[src/emst_pkg.sv]
// ----------------------------------------------------------------------------
// emst_pkg
// Shared types and constants for the extent map sector translate unit.
// ----------------------------------------------------------------------------
package emst_pkg;

	// Extent table geometry.
	localparam int MAX_RUNS = 64;
	localparam int RUN_AW   = $clog2(MAX_RUNS);
	localparam int RUN_CW   = $clog2(MAX_RUNS + 1);

	// Field widths fixed by the interface.
	localparam int LCL_W    = 40;
	localparam int PCL_W    = 40;
	localparam int LEN_W    = 32;
	localparam int SEC_W    = 48;
	localparam int CNT_W    = 13;
	localparam int SHIFT_W  = 3;
	localparam int RUNS_W   = 7;
	localparam int CFG_IW   = 1;
	localparam int CFG_DW   = 7;

	// Action codes of an input item.
	localparam logic ACT_LOAD  = 1'b0;
	localparam logic ACT_XLATE = 1'b1;

	// Configuration register indexes.
	localparam logic [CFG_IW-1:0] CFG_CLUSTER_SHIFT = 1'b0;
	localparam logic [CFG_IW-1:0] CFG_RUNS_IN_USE   = 1'b1;

	// One extent table entry.
	typedef struct packed {
		logic [LCL_W-1:0] lstart;
		logic [PCL_W-1:0] pstart;
		logic [LEN_W-1:0] length;
	} entry_t;

	// Controller states.
	typedef enum logic [2:0] {
		ST_IDLE,
		ST_WALK_REQ,
		ST_HEAD_GO,
		ST_WALK_HEAD,
		ST_EMIT_HEAD,
		ST_WALK_TAIL,
		ST_EMIT_LAST
	} state_t;

	// Commands from the controller to the datapath.
	typedef struct packed {
		logic write;
		logic req_go;
		logic head_go;
		logic tail_go;
		logic emit;
		logic emit_last;
	} cmd_t;

	// Status from the datapath to the controller.
	typedef struct packed {
		logic walk_done;
		logic walk_split;
		logic out_free;
	} sts_t;

endpackage

[src/emst_ctrl.sv]
// ----------------------------------------------------------------------------
// emst_ctrl
// Sequencer for loads, the request walk, the split walks and result hand-off.
// ----------------------------------------------------------------------------
module emst_ctrl (
	input  logic           clk,
	input  logic           arst_n,
	input  logic           in_valid,
	input  logic           action,
	output logic           in_ready,
	input  emst_pkg::sts_t sts,
	output emst_pkg::cmd_t cmd
);
	import emst_pkg::*;

	state_t state_q;
	state_t state_d;

	always_ff @(posedge clk or negedge arst_n) begin
		if (!arst_n) begin
			state_q <= ST_IDLE;
		end else begin
			state_q <= state_d;
		end
	end

	always_comb begin
		state_d  = state_q;
		cmd      = '0;
		in_ready = 1'b0;
		unique case (state_q)
			ST_IDLE: begin
				in_ready = 1'b1;
				if (in_valid) begin
					if (action == ACT_XLATE) begin
						cmd.req_go = 1'b1;
						state_d    = ST_WALK_REQ;
					end else begin
						cmd.write = 1'b1;
					end
				end
			end
			ST_WALK_REQ: begin
				if (sts.walk_done) begin
					state_d = sts.walk_split ? ST_HEAD_GO : ST_EMIT_LAST;
				end
			end
			ST_HEAD_GO: begin
				cmd.head_go = 1'b1;
				state_d     = ST_WALK_HEAD;
			end
			ST_WALK_HEAD: begin
				if (sts.walk_done) begin
					state_d = ST_EMIT_HEAD;
				end
			end
			ST_EMIT_HEAD: begin
				if (sts.out_free) begin
					cmd.emit    = 1'b1;
					cmd.tail_go = 1'b1;
					state_d     = ST_WALK_TAIL;
				end
			end
			ST_WALK_TAIL: begin
				if (sts.walk_done) begin
					state_d = ST_EMIT_LAST;
				end
			end
			ST_EMIT_LAST: begin
				if (sts.out_free) begin
					cmd.emit      = 1'b1;
					cmd.emit_last = 1'b1;
					state_d       = ST_IDLE;
				end
			end
			default: begin
				state_d = ST_IDLE;
			end
		endcase
	end

endmodule

[config.mk]
export PLATFORM = sky130hd
export DESIGN_NAME = emst_ctrl
export DESIGN_NICKNAME = d
export VERILOG_FILES = /design/src/emst_pkg.sv /design/src/emst_ctrl.sv
export SDC_FILE = /design/constraint.sdc
export NUM_CORES = 1
export LEC_CHECK = 0
export BUFFER_PORTS_ARGS = -buffer_cell sky130_fd_sc_hd__buf_2
export CORE_AREA = 2 2 39 41
export CTS_BUF_LIST = sky130_fd_sc_hd__clkbuf_8
export CTS_CLUSTER_SIZE = 12
export DETAILED_ROUTE_END_ITERATION = 12
export DIE_AREA = 0 0 41 43
export GPL_TIMING_DRIVEN = 1
export SYNTH_ARGS = -nofsm -noshare
export SYNTH_HDL_FRONTEND = slang
export SYNTH_SLANG_ARGS = --single-unit
[constraint.sdc]
create_clock -name clk -period 1.5 [get_ports clk]
set_input_delay 0.075 -clock clk [delete_from_list [all_inputs] [get_ports clk]]
set_output_delay 0.075 -clock clk [all_outputs]
set_load 0.05 [all_outputs]
==> flow_summary.toml, run 1 <==
[run_status]
status = "finished clean"

[logic_synthesis]
avgSynthCellArea_sq_um = 8.18
yosys.area.top_type_share_pct = 38.2
synth_edf_count = 0
yosys.area.top_type = "dfrtp_1"
async_reset_ff_share_pct = 100
syn-num-nets = 31
syn_inst = 24
synth_xor_area_share_pct = 0
synth_compound_area_share_pct = 15.3
synth_top_family_by_area = "simple AND/OR/NAND/NOR gates"
syn_area_sq_um = 196
yosysMostFrequentCell = "nand2_1"
synth_cell_types = 13
synth-seq-cells = 3
ys_top_cells_by_area = "dfrtp_1 (38%), nand2_1 (9.6%), nor3_4 (8.3%), a21oi_1 (7.6%), and2_1 (6.4%)"
ys_seq_area_share_pct = 38.2
synthAdderAreaFrac_pct = 0
synth-simple-area-share_pct = 44.6
synth_flop_cell = "dfrtp_1"
yosys_warnings = 0
muxShareOfSynthArea_pct = 0
synthTopCellsByCount = "nand2_1 (5), a21oi_1 (3), dfrtp_1 (3)"

[setup_path]
critPathKind = "flop to primary output"
worstPathBufferInverterCount = 1
cpPeakStageDelay_ns = 0.45
slowest_stage = "dfrtp_1"
cp-end-kind = "primary output"
cp_max_fo = 7
cp_data_required_time_ns = 1.42
cp_top_family = "flip-flops"
cp_cell_sequence = "nor3_4 > nand2_1 > nor2_2 > buf_2"
start_kind = "flop"
critPathArrivalTime_ns = 1.33

[power_and_ir_drop]
switchingPower_mw = 0.412
power.share.switching_pct = 48.7
pwr-share-clk_pct = 27.1
p_per_area_nw_per_um2 = 2420
pwr-share-comb_pct = 48.1
vdd_ir_drop_max_mv = 0.510
power_frac_seq_pct = 24.8
internal_power_mw = 0.433
p_leak_nw = 0.183

[placement]
place_area_sq_um = 292
gp_congestion = 0.749
hpwl_um = 394
dpl_worst_slack_ns = 0.288
dp_cells = 53
port-buffer-count = 13

[clock_tree]
cts_setup_buffers = 0
root_buffer = "clkbuf_8"
h-tree-depth = 1
path_clk_slew_ns = 0.03
numCtsBuffers = 3
clk_latency_ns = 0.21
cts_tree = "yes"
cts_max_path_buffers = 2
clock-sinks = 3

[routing]
drt-wirelength-per-cell_um = 8.84
wirelength_um = 513
first_pass_iters = 2
drc = 0
num_vias = 222
drt_iter0_markers = 1
via_per_inst = 3.83
ant_nets = 0

[floorplanning]
num_rows = 14
core_sq_um = 1380
fp.dieW_um = 41
fp.dieH_um = 43
start_util_pct = 14.2
io_pins = 14
dieArea_sq_um = 1760

[grt]
grt_usage_pct = 7.24
grt_antenna_before_repair = 0
grt_start_max_net_pins = 8
grt_pass1_vias = 201
overflow = 0
grt_pass1_wl_um = 793

[layout]
final_area_sq_um = 349
area_delta_synth_final_pct = 77.7
largest_register_ffs = 3
reg.largest.list = "state_q: 3 flops"
insertedDiodeCount = 0
nets = 50
finalNonFillerCells = 58
top_register = "state_q"
drive_gt1_share_pct = 54.8
fillers = 162

[timing]
fin_worst_skew_ns = 0.000386
period_share_pct = 93.7
relSlewSlack_pct = 82.9
setup_violations = 0
tns_ns = 0
hold_viol = 0
period_needed_ns = 1.41
rsz0062_at_grt = "no"
tightest_slew_ns = 0.257
fin_ws_ns = 0.0948
max_freq_mhz = 712
hold_slack_ns = 0.179
maxSlewViolCount = 0

[run]
drv_cap = 0

[worst_hold_path]
hold_class = "input pin to asynchronous set/reset pin"
final timing paths:
path                                        start  cells past startpoint  slack, ns                endpoint
min                                        arst_n                      2       0.18  state_q[1]$_DFFE_PN0P_
max                        state_q[2]$_DFFE_PN0P_                      4       0.09                  cmd[5]
min reg2reg                state_q[0]$_DFFE_PN0P_                      2       0.69  state_q[1]$_DFFE_PN0P_
min in group clk                           sts[2]                      3       0.18  state_q[1]$_DFFE_PN0P_
max reg2reg                state_q[2]$_DFFE_PN0P_                      3       0.45  state_q[0]$_DFFE_PN0P_
max in group asynchronous                  arst_n                      2       1.22  state_q[0]$_DFFE_PN0P_
metal layers:
metal | global-route usage [%] | vias up | routed length (um)
met3 | 5.24 | 0 | 52
met1 | 7.44 | 96 | 232
li1 | - | 118 | -
met4 | 6.00 | 0 | 0
met5 | 0 | - | 0
met2 | 9.38 | 8 | 228
logic make-up (layout without fill, tap and decap cells):
kind of cell,count (synthesis),after routing
simple gates,15,15
buf+inv,1,19
flops,3,3
compound gates,5,5
cell usage in the layout, fill, tap and decap left out:
master,synthesis,layout
inv_1,1,2
nor2_2,0,1
dlygate4sd3_1,0,1
clkbuf_8,0,3
a21oi_1,3,3
nor2_1,2,1
and2_2,0,2
and3b_1,1,1
and3_1,1,1
nor3_4,1,1
nor3_1,2,1
nor3_2,0,1
o22a_2,1,1
buf_2,0,12
dfrtp_1,3,3
clkbuf_4,0,1
nand2_1,5,5
and3_2,1,1
o21ai_1,1,1
area by class of cell:
class,count,area (sq um),area share [%]
well taps,16,20.0,5.73
multi-input cells,20,128,36.6
repair buffers,14,77.6,22.2
clock buffers,3,41.3,11.8
inverters,1,3.75,1.08
clock inverters,1,3.75,1.08
flip-flops and latches,3,75.1,21.5
power by group through the flow:
| stage | Combinational (mW) | Sequential, mW | Clock (mW) |
|---|---|---|---|
| after floorplan | 0.329 | 0.197 | 0 |
| after global placement | 0.403 | 0.211 | 0 |
| after detailed placement | 0.403 | 0.212 | 0 |
| after CTS | 0.407 | 0.211 | 0.234 |
| after global routing | 0.433 | 0.221 | 0.251 |
| final | 0.407 | 0.209 | 0.229 |
timing repair:
item	in CTS	in global routing
resized for setup	0	1
endpoints found under the setup margin	0	1
endpoints found under the hold margin	3	0
hold buffers	1	0
worst reg2reg max path, stage by stage, from the launching register on:
cell and delay, ns:
dfrtp_1 0.45, nor3_4 0.24, nand2_1 0.07, and3_1 0.17
per-stage QoR:
stage	power [mW]	util (%)
after floorplan	0.526	-
after global placement	0.615	21.1
after detailed placement	0.616	21.1
after CTS	0.852	25.0
after global routing	0.906	25.2
final	0.846	25.2
Power figures use the tool's default switching activity.
==> run 2: changes to the inputs <==
--- a/config.mk
+++ b/config.mk
@@ -12,6 +12,7 @@
 export DETAILED_ROUTE_END_ITERATION = 12
 export DIE_AREA = 0 0 41 43
 export GPL_TIMING_DRIVEN = 1
+export PLACE_DENSITY = 0.45
 export SYNTH_ARGS = -nofsm -noshare
 export SYNTH_HDL_FRONTEND = slang
 export SYNTH_SLANG_ARGS = --single-unit
==> run 2 against run 1 <==
Flip-flop and latch count did not move. Core utilization rose by 0.18 points. Critical endpoint is now cmd[4]. Non-clock buffer count did not move. Highest routed layer unchanged. Hold slack improved by 0.0025 ns. Cell area rose by 0.72%. Worst setup slack got worse by 0.0026 ns. Count of clock-buffer cells in the layout did not move. Critical path type unchanged. First-iteration DRC count rose by 100%. Die area did not move. Clock skew barely moved. Clock power fell by 2%.
==> flow_summary.toml, run 2 (synthesis results as in run 1) <==
[run_status]
status = "finished clean"

[setup_path]
cpPeakStageDelay_ns = 0.46
cp-end-kind = "primary output"
cp_max_fo = 7
cp_top_family = "flip-flops"
cp_cell_sequence = "nor3_4 > and3_2 > clkbuf_4"
worst-path-stages = 3
slowest_stage = "dfrtp_1"
r2r_cells = 3
start_kind = "flop"
critPathArrivalTime_ns = 1.33
worstPathBufferInverterCount = 1
critPathKind = "flop to primary output"
rrSetupSlack_ns = 0.45
cp_data_required_time_ns = 1.42

[timing]
max_freq_mhz = 710
period_needed_ns = 1.41
hold_viol = 0
setup_violations = 0
relSlewSlack_pct = 82.4
tightest_slew_ns = 0.264
period_share_pct = 93.8
maxSlewViolCount = 0
fin_worst_skew_ns = 0.000604
rsz0062_at_grt = "no"
fin_ws_ns = 0.0923

[clock_tree]
cts_max_path_buffers = 2
numCtsBuffers = 3
path_clk_slew_ns = 0.03
clock-sinks = 3
clk_latency_ns = 0.21
cts_tree = "yes"
root_buffer = "clkbuf_8"
h-tree-depth = 1

[grt]
grt_usage_pct = 6.96
grt_pass1_wl_um = 752
grt_start_max_net_pins = 8
grt_antenna_before_repair = 0
overflow = 0
grt_pass1_vias = 204

[placement]
gp_congestion = 0.601
hpwl_um = 393
port-buffer-count = 13
dp_cells = 53
dpl_worst_slack_ns = 0.280
place_area_sq_um = 292

[run]
drv_cap = 0

[floorplanning]
start_util_pct = 14.2
fp.dieW_um = 41
fp.dieH_um = 43
core_sq_um = 1380
num_rows = 14
dieArea_sq_um = 1760
io_pins = 14

[routing]
routed-wl-met2_um = 241
drc = 0
num_vias = 222
routed.top_layer = "met3"
drt_iter0_markers = 2
m1WireLength_um = 214
ant_nets = 0
wl_met3_um = 35
wirelength_um = 491
first_pass_iters = 2
via_per_inst = 3.83
drt-wirelength-per-cell_um = 8.47

[layout]
finalNonFillerCells = 58
final_cell_mix = "buf_2 (11), nand2_1 (5), a21oi_1 (3), clkbuf_8 (3), dfrtp_1 (3)"
final_common_cell = "buf_2"
nets = 50
drive_gt1_share_pct = 54.8
insertedDiodeCount = 0
reg.largest.list = "state_q: 3 flops"
top_register = "state_q"
final_area_sq_um = 352
area_delta_synth_final_pct = 79.0
largest_register_ffs = 3

[power_and_ir_drop]
p_leak_nw = 0.183
p_per_area_nw_per_um2 = 2390
vdd_ir_drop_max_mv = 0.820

[worst_hold_path]
hold_class = "input pin to asynchronous set/reset pin"
[run 2: routing by layer]
layer | vias up | track usage (%)
met3 | 0 | 3.14
met2 | 7 | 7.50
met5 | - | 0
met4 | 0 | 8.00
li1 | 118 | -
met1 | 97 | 8.79
[run 2: final timing paths]
check,from,end
max in group asynchronous,arst_n,state_q[2]$_DFFE_PN0P_
min in group clk,sts[2],state_q[1]$_DFFE_PN0P_
hold / removal,arst_n,state_q[0]$_DFFE_PN0P_
hold reg to reg,state_q[1]$_DFFE_PN0P_,state_q[2]$_DFFE_PN0P_
setup / recovery,state_q[2]$_DFFE_PN0P_,cmd[4]
setup reg to reg,state_q[2]$_DFFE_PN0P_,state_q[0]$_DFFE_PN0P_
[run 2: worst register-to-register path, stage by stage (launching register included)]
cell and delay [ns]:
dfrtp_1 0.46, nor3_4 0.25, nand2_1 0.07, and3_1 0.16
[run 2: final cells by class]
type	instances	area, sq um
timing repair buffer	14	80.1
sequential	3	75.1
multi-input combinational	20	128
inverter	1	3.75
clock inverter	1	3.75
fill	159	1030
tap	16	20.0
clock buffer	3	41.3
[run 2: what timing repair did]
item | 4_1_cts | 5_1_grt
endpoints found under the setup margin | 0 | 2
hold buffers | 1 | 0
hold endpoints to repair | 3 | 0
resized for setup | 0 | 2
buffers inserted | 0 | 0
[run 2: stage by stage]
step	utilization, %	TNS, ns	total power [mW]	hold WS [ns]
global placement	21.1	0	0.619	-0.125
floorplan	-	-0.127	0.526	-0.221
detailed placement	21.1	0	0.619	-0.126
CTS	25.0	0	0.856	0.176
finish	25.4	0	0.842	0.181
global route	25.4	0	0.909	0.199
[run 2: power breakdown]
group          leakage, nW  internal (mW)  switching [mW]  total (mW)
combinational        0.120          0.136           0.269       0.405
clock               0.0269          0.174          0.0502       0.224
sequential          0.0353          0.125          0.0880       0.213
==> run 3: changes to the inputs <==
--- a/config.mk
+++ b/config.mk
@@ -7,12 +7,12 @@
 export LEC_CHECK = 0
 export BUFFER_PORTS_ARGS = -buffer_cell sky130_fd_sc_hd__buf_2
 export CORE_AREA = 2 2 39 41
-export CTS_BUF_LIST = sky130_fd_sc_hd__clkbuf_8
+export CTS_BUF_LIST = sky130_fd_sc_hd__clkbuf_16
 export CTS_CLUSTER_SIZE = 12
 export DETAILED_ROUTE_END_ITERATION = 12
 export DIE_AREA = 0 0 41 43
 export GPL_TIMING_DRIVEN = 1
-export PLACE_DENSITY = 0.45
+export PLACE_DENSITY = 0.38
 export SYNTH_ARGS = -nofsm -noshare
 export SYNTH_HDL_FRONTEND = slang
 export SYNTH_SLANG_ARGS = --single-unit
==> run 3 against run 2 <==
Register-to-register slack barely moved. Worst setup slack barely moved. Non-clock buffer count unchanged. Via count grew 2.3%. Clock power grew 85%. Die area is the same. Critical path depth stayed put. Global-route usage shrank 0.20 points. First-iteration DRC count down 100%. Maximum frequency hardly changed. Hold slack worse by 0.0051 ns. Largest power group is now clock. Highest routed layer unchanged.
==> flow_summary.toml, run 3 (synthesis results as in run 1) <==
[run_status]
status = "finished clean"

[clock_tree]
root_buffer = "clkbuf_16"
cts_max_path_buffers = 2
numCtsBuffers = 3
h-tree-depth = 1
clk_latency_ns = 0.22
cts_setup_buffers = 0
clock-sinks = 3
cts_tree = "yes"
path_clk_slew_ns = 0.03

[layout]
final_cell_mix = "buf_2 (11), nand2_1 (5), a21oi_1 (3), clkbuf_16 (3), dfrtp_1 (3)"
fin_util_pct = 27.8
fillers = 147
area_delta_synth_final_pct = 96.2
largest_register_ffs = 3
drive_gt1_share_pct = 54.8
final_common_cell = "buf_2"
reg.largest.list = "state_q: 3 flops"
insertedDiodeCount = 0
final_area_sq_um = 385
nets = 50
top_register = "state_q"

[placement]
port-buffer-count = 13
gp_congestion = 0.618
hpwl_um = 413
place_area_sq_um = 292

[timing]
hold_viol = 0
tns_ns = 0
period_share_pct = 93.8
max_freq_mhz = 711
fin_worst_skew_ns = 0.0000527
hold_slack_ns = 0.176
period_needed_ns = 1.41
rsz0062_at_grt = "no"
maxSlewViolCount = 0
setup_violations = 0
tightest_slew_ns = 0.262
relSlewSlack_pct = 82.6

[routing]
ant_nets = 0
drt_iter0_markers = 0
num_vias = 227
drt-wirelength-per-cell_um = 9.43
wirelength_um = 547
drc = 0
via_per_inst = 3.91
first_pass_iters = 1

[grt]
grt_pass1_wl_um = 765
grt_start_max_net_pins = 8
grt_usage_pct = 6.75
grt_antenna_before_repair = 0
grt_pass1_vias = 224
overflow = 0

[setup_path]
worst-path-stages = 3
cp_max_fo = 6
r2r_cells = 3
critPathArrivalTime_ns = 1.33
critPathKind = "flop to primary output"
cp_data_required_time_ns = 1.42
slowest_stage = "dfrtp_1"
worstPathBufferInverterCount = 1
cp_cell_sequence = "nor3_4 > and3_2 > clkbuf_4"
start_kind = "flop"
cp-end-kind = "primary output"
cpPeakStageDelay_ns = 0.45
cp_top_family = "flip-flops"

[floorplanning]
core_sq_um = 1380
dieArea_sq_um = 1760
fp.dieW_um = 41
io_pins = 14
start_util_pct = 14.2
fp.dieH_um = 43
num_rows = 14

[run]
drv_cap = 0

[power_and_ir_drop]
vdd_ir_drop_max_mv = 1.08
p_leak_nw = 0.198
p_per_area_nw_per_um2 = 2690
power_mw = 1.04

[worst_hold_path]
hold_class = "input pin to asynchronous set/reset pin"
==> run 3: cell count changes in the layout (fill, tap and decap cells not counted) <==
cell,delta
clkbuf_8,-3
clkbuf_16,+3
==> run 3: worst reg2reg max path, cell delays in order, from the launching register on <==
cell     delay [ns]
dfrtp_1        0.45
nor3_4         0.25
nand2_1        0.07
and3_1         0.17
==> run 3: worst paths after layout <==
kind	startpoint	end	slack [ns]
max in group asynchronous	arst_n	state_q[0]$_DFFE_PN0P_	1.22
setup / recovery	state_q[0]$_DFFE_PN0P_	cmd[4]	0.09
min in group clk	sts[2]	state_q[1]$_DFFE_PN0P_	0.18
hold / removal	arst_n	state_q[2]$_DFFE_PN0P_	0.18
setup reg to reg	state_q[0]$_DFFE_PN0P_	state_q[0]$_DFFE_PN0P_	0.45
hold reg to reg	state_q[0]$_DFFE_PN0P_	state_q[1]$_DFFE_PN0P_	0.71
==> run 3: cell type report <==
cell class              count  area (sq um)  share of cell area (%)
clock inverters             1          3.75                   0.974
inverters                   1          3.75                   0.974
flip-flops and latches      3          75.1                    19.5
well taps                  16          20.0                    5.19
multi-input cells          20           128                    33.1
repair buffers             14          80.1                    20.8
clock buffers               3          75.1                    19.5
==> run 3: timing repair <==
item	4_1_cts	5_1_grt
resized for setup	0	2
hold buffers	1	0
setup endpoints to repair	0	2
endpoints found under the hold margin	3	0
==> run 3: metrics by stage <==
| step | instances | worst slack [ns] |
|---|---|---|
| final | 58 | 0.0926 |
| after global routing | 58 | 0.0259 |
| after CTS | 58 | 0.0400 |
| after detailed placement | 53 | 0.276 |
| after global placement | 53 | 0.300 |
| after floorplan | 24 | -0.127 |
==> run 3: layer usage <==
layer	vias to the layer above	GRT usage [%]	part of all wire, %
li1	119	-	-
met1	98	7.49	47
met2	10	8.75	40
met3	0	2.09	12
met4	0	8.00	0
met5	-	0	0
==> run 3: power breakdown <==
group	switching [mW]	internal, mW	leakage, nW
Clock	0.0718	0.344	0.0423
Sequential	0.0885	0.125	0.0353
Combinational	0.271	0.136	0.120
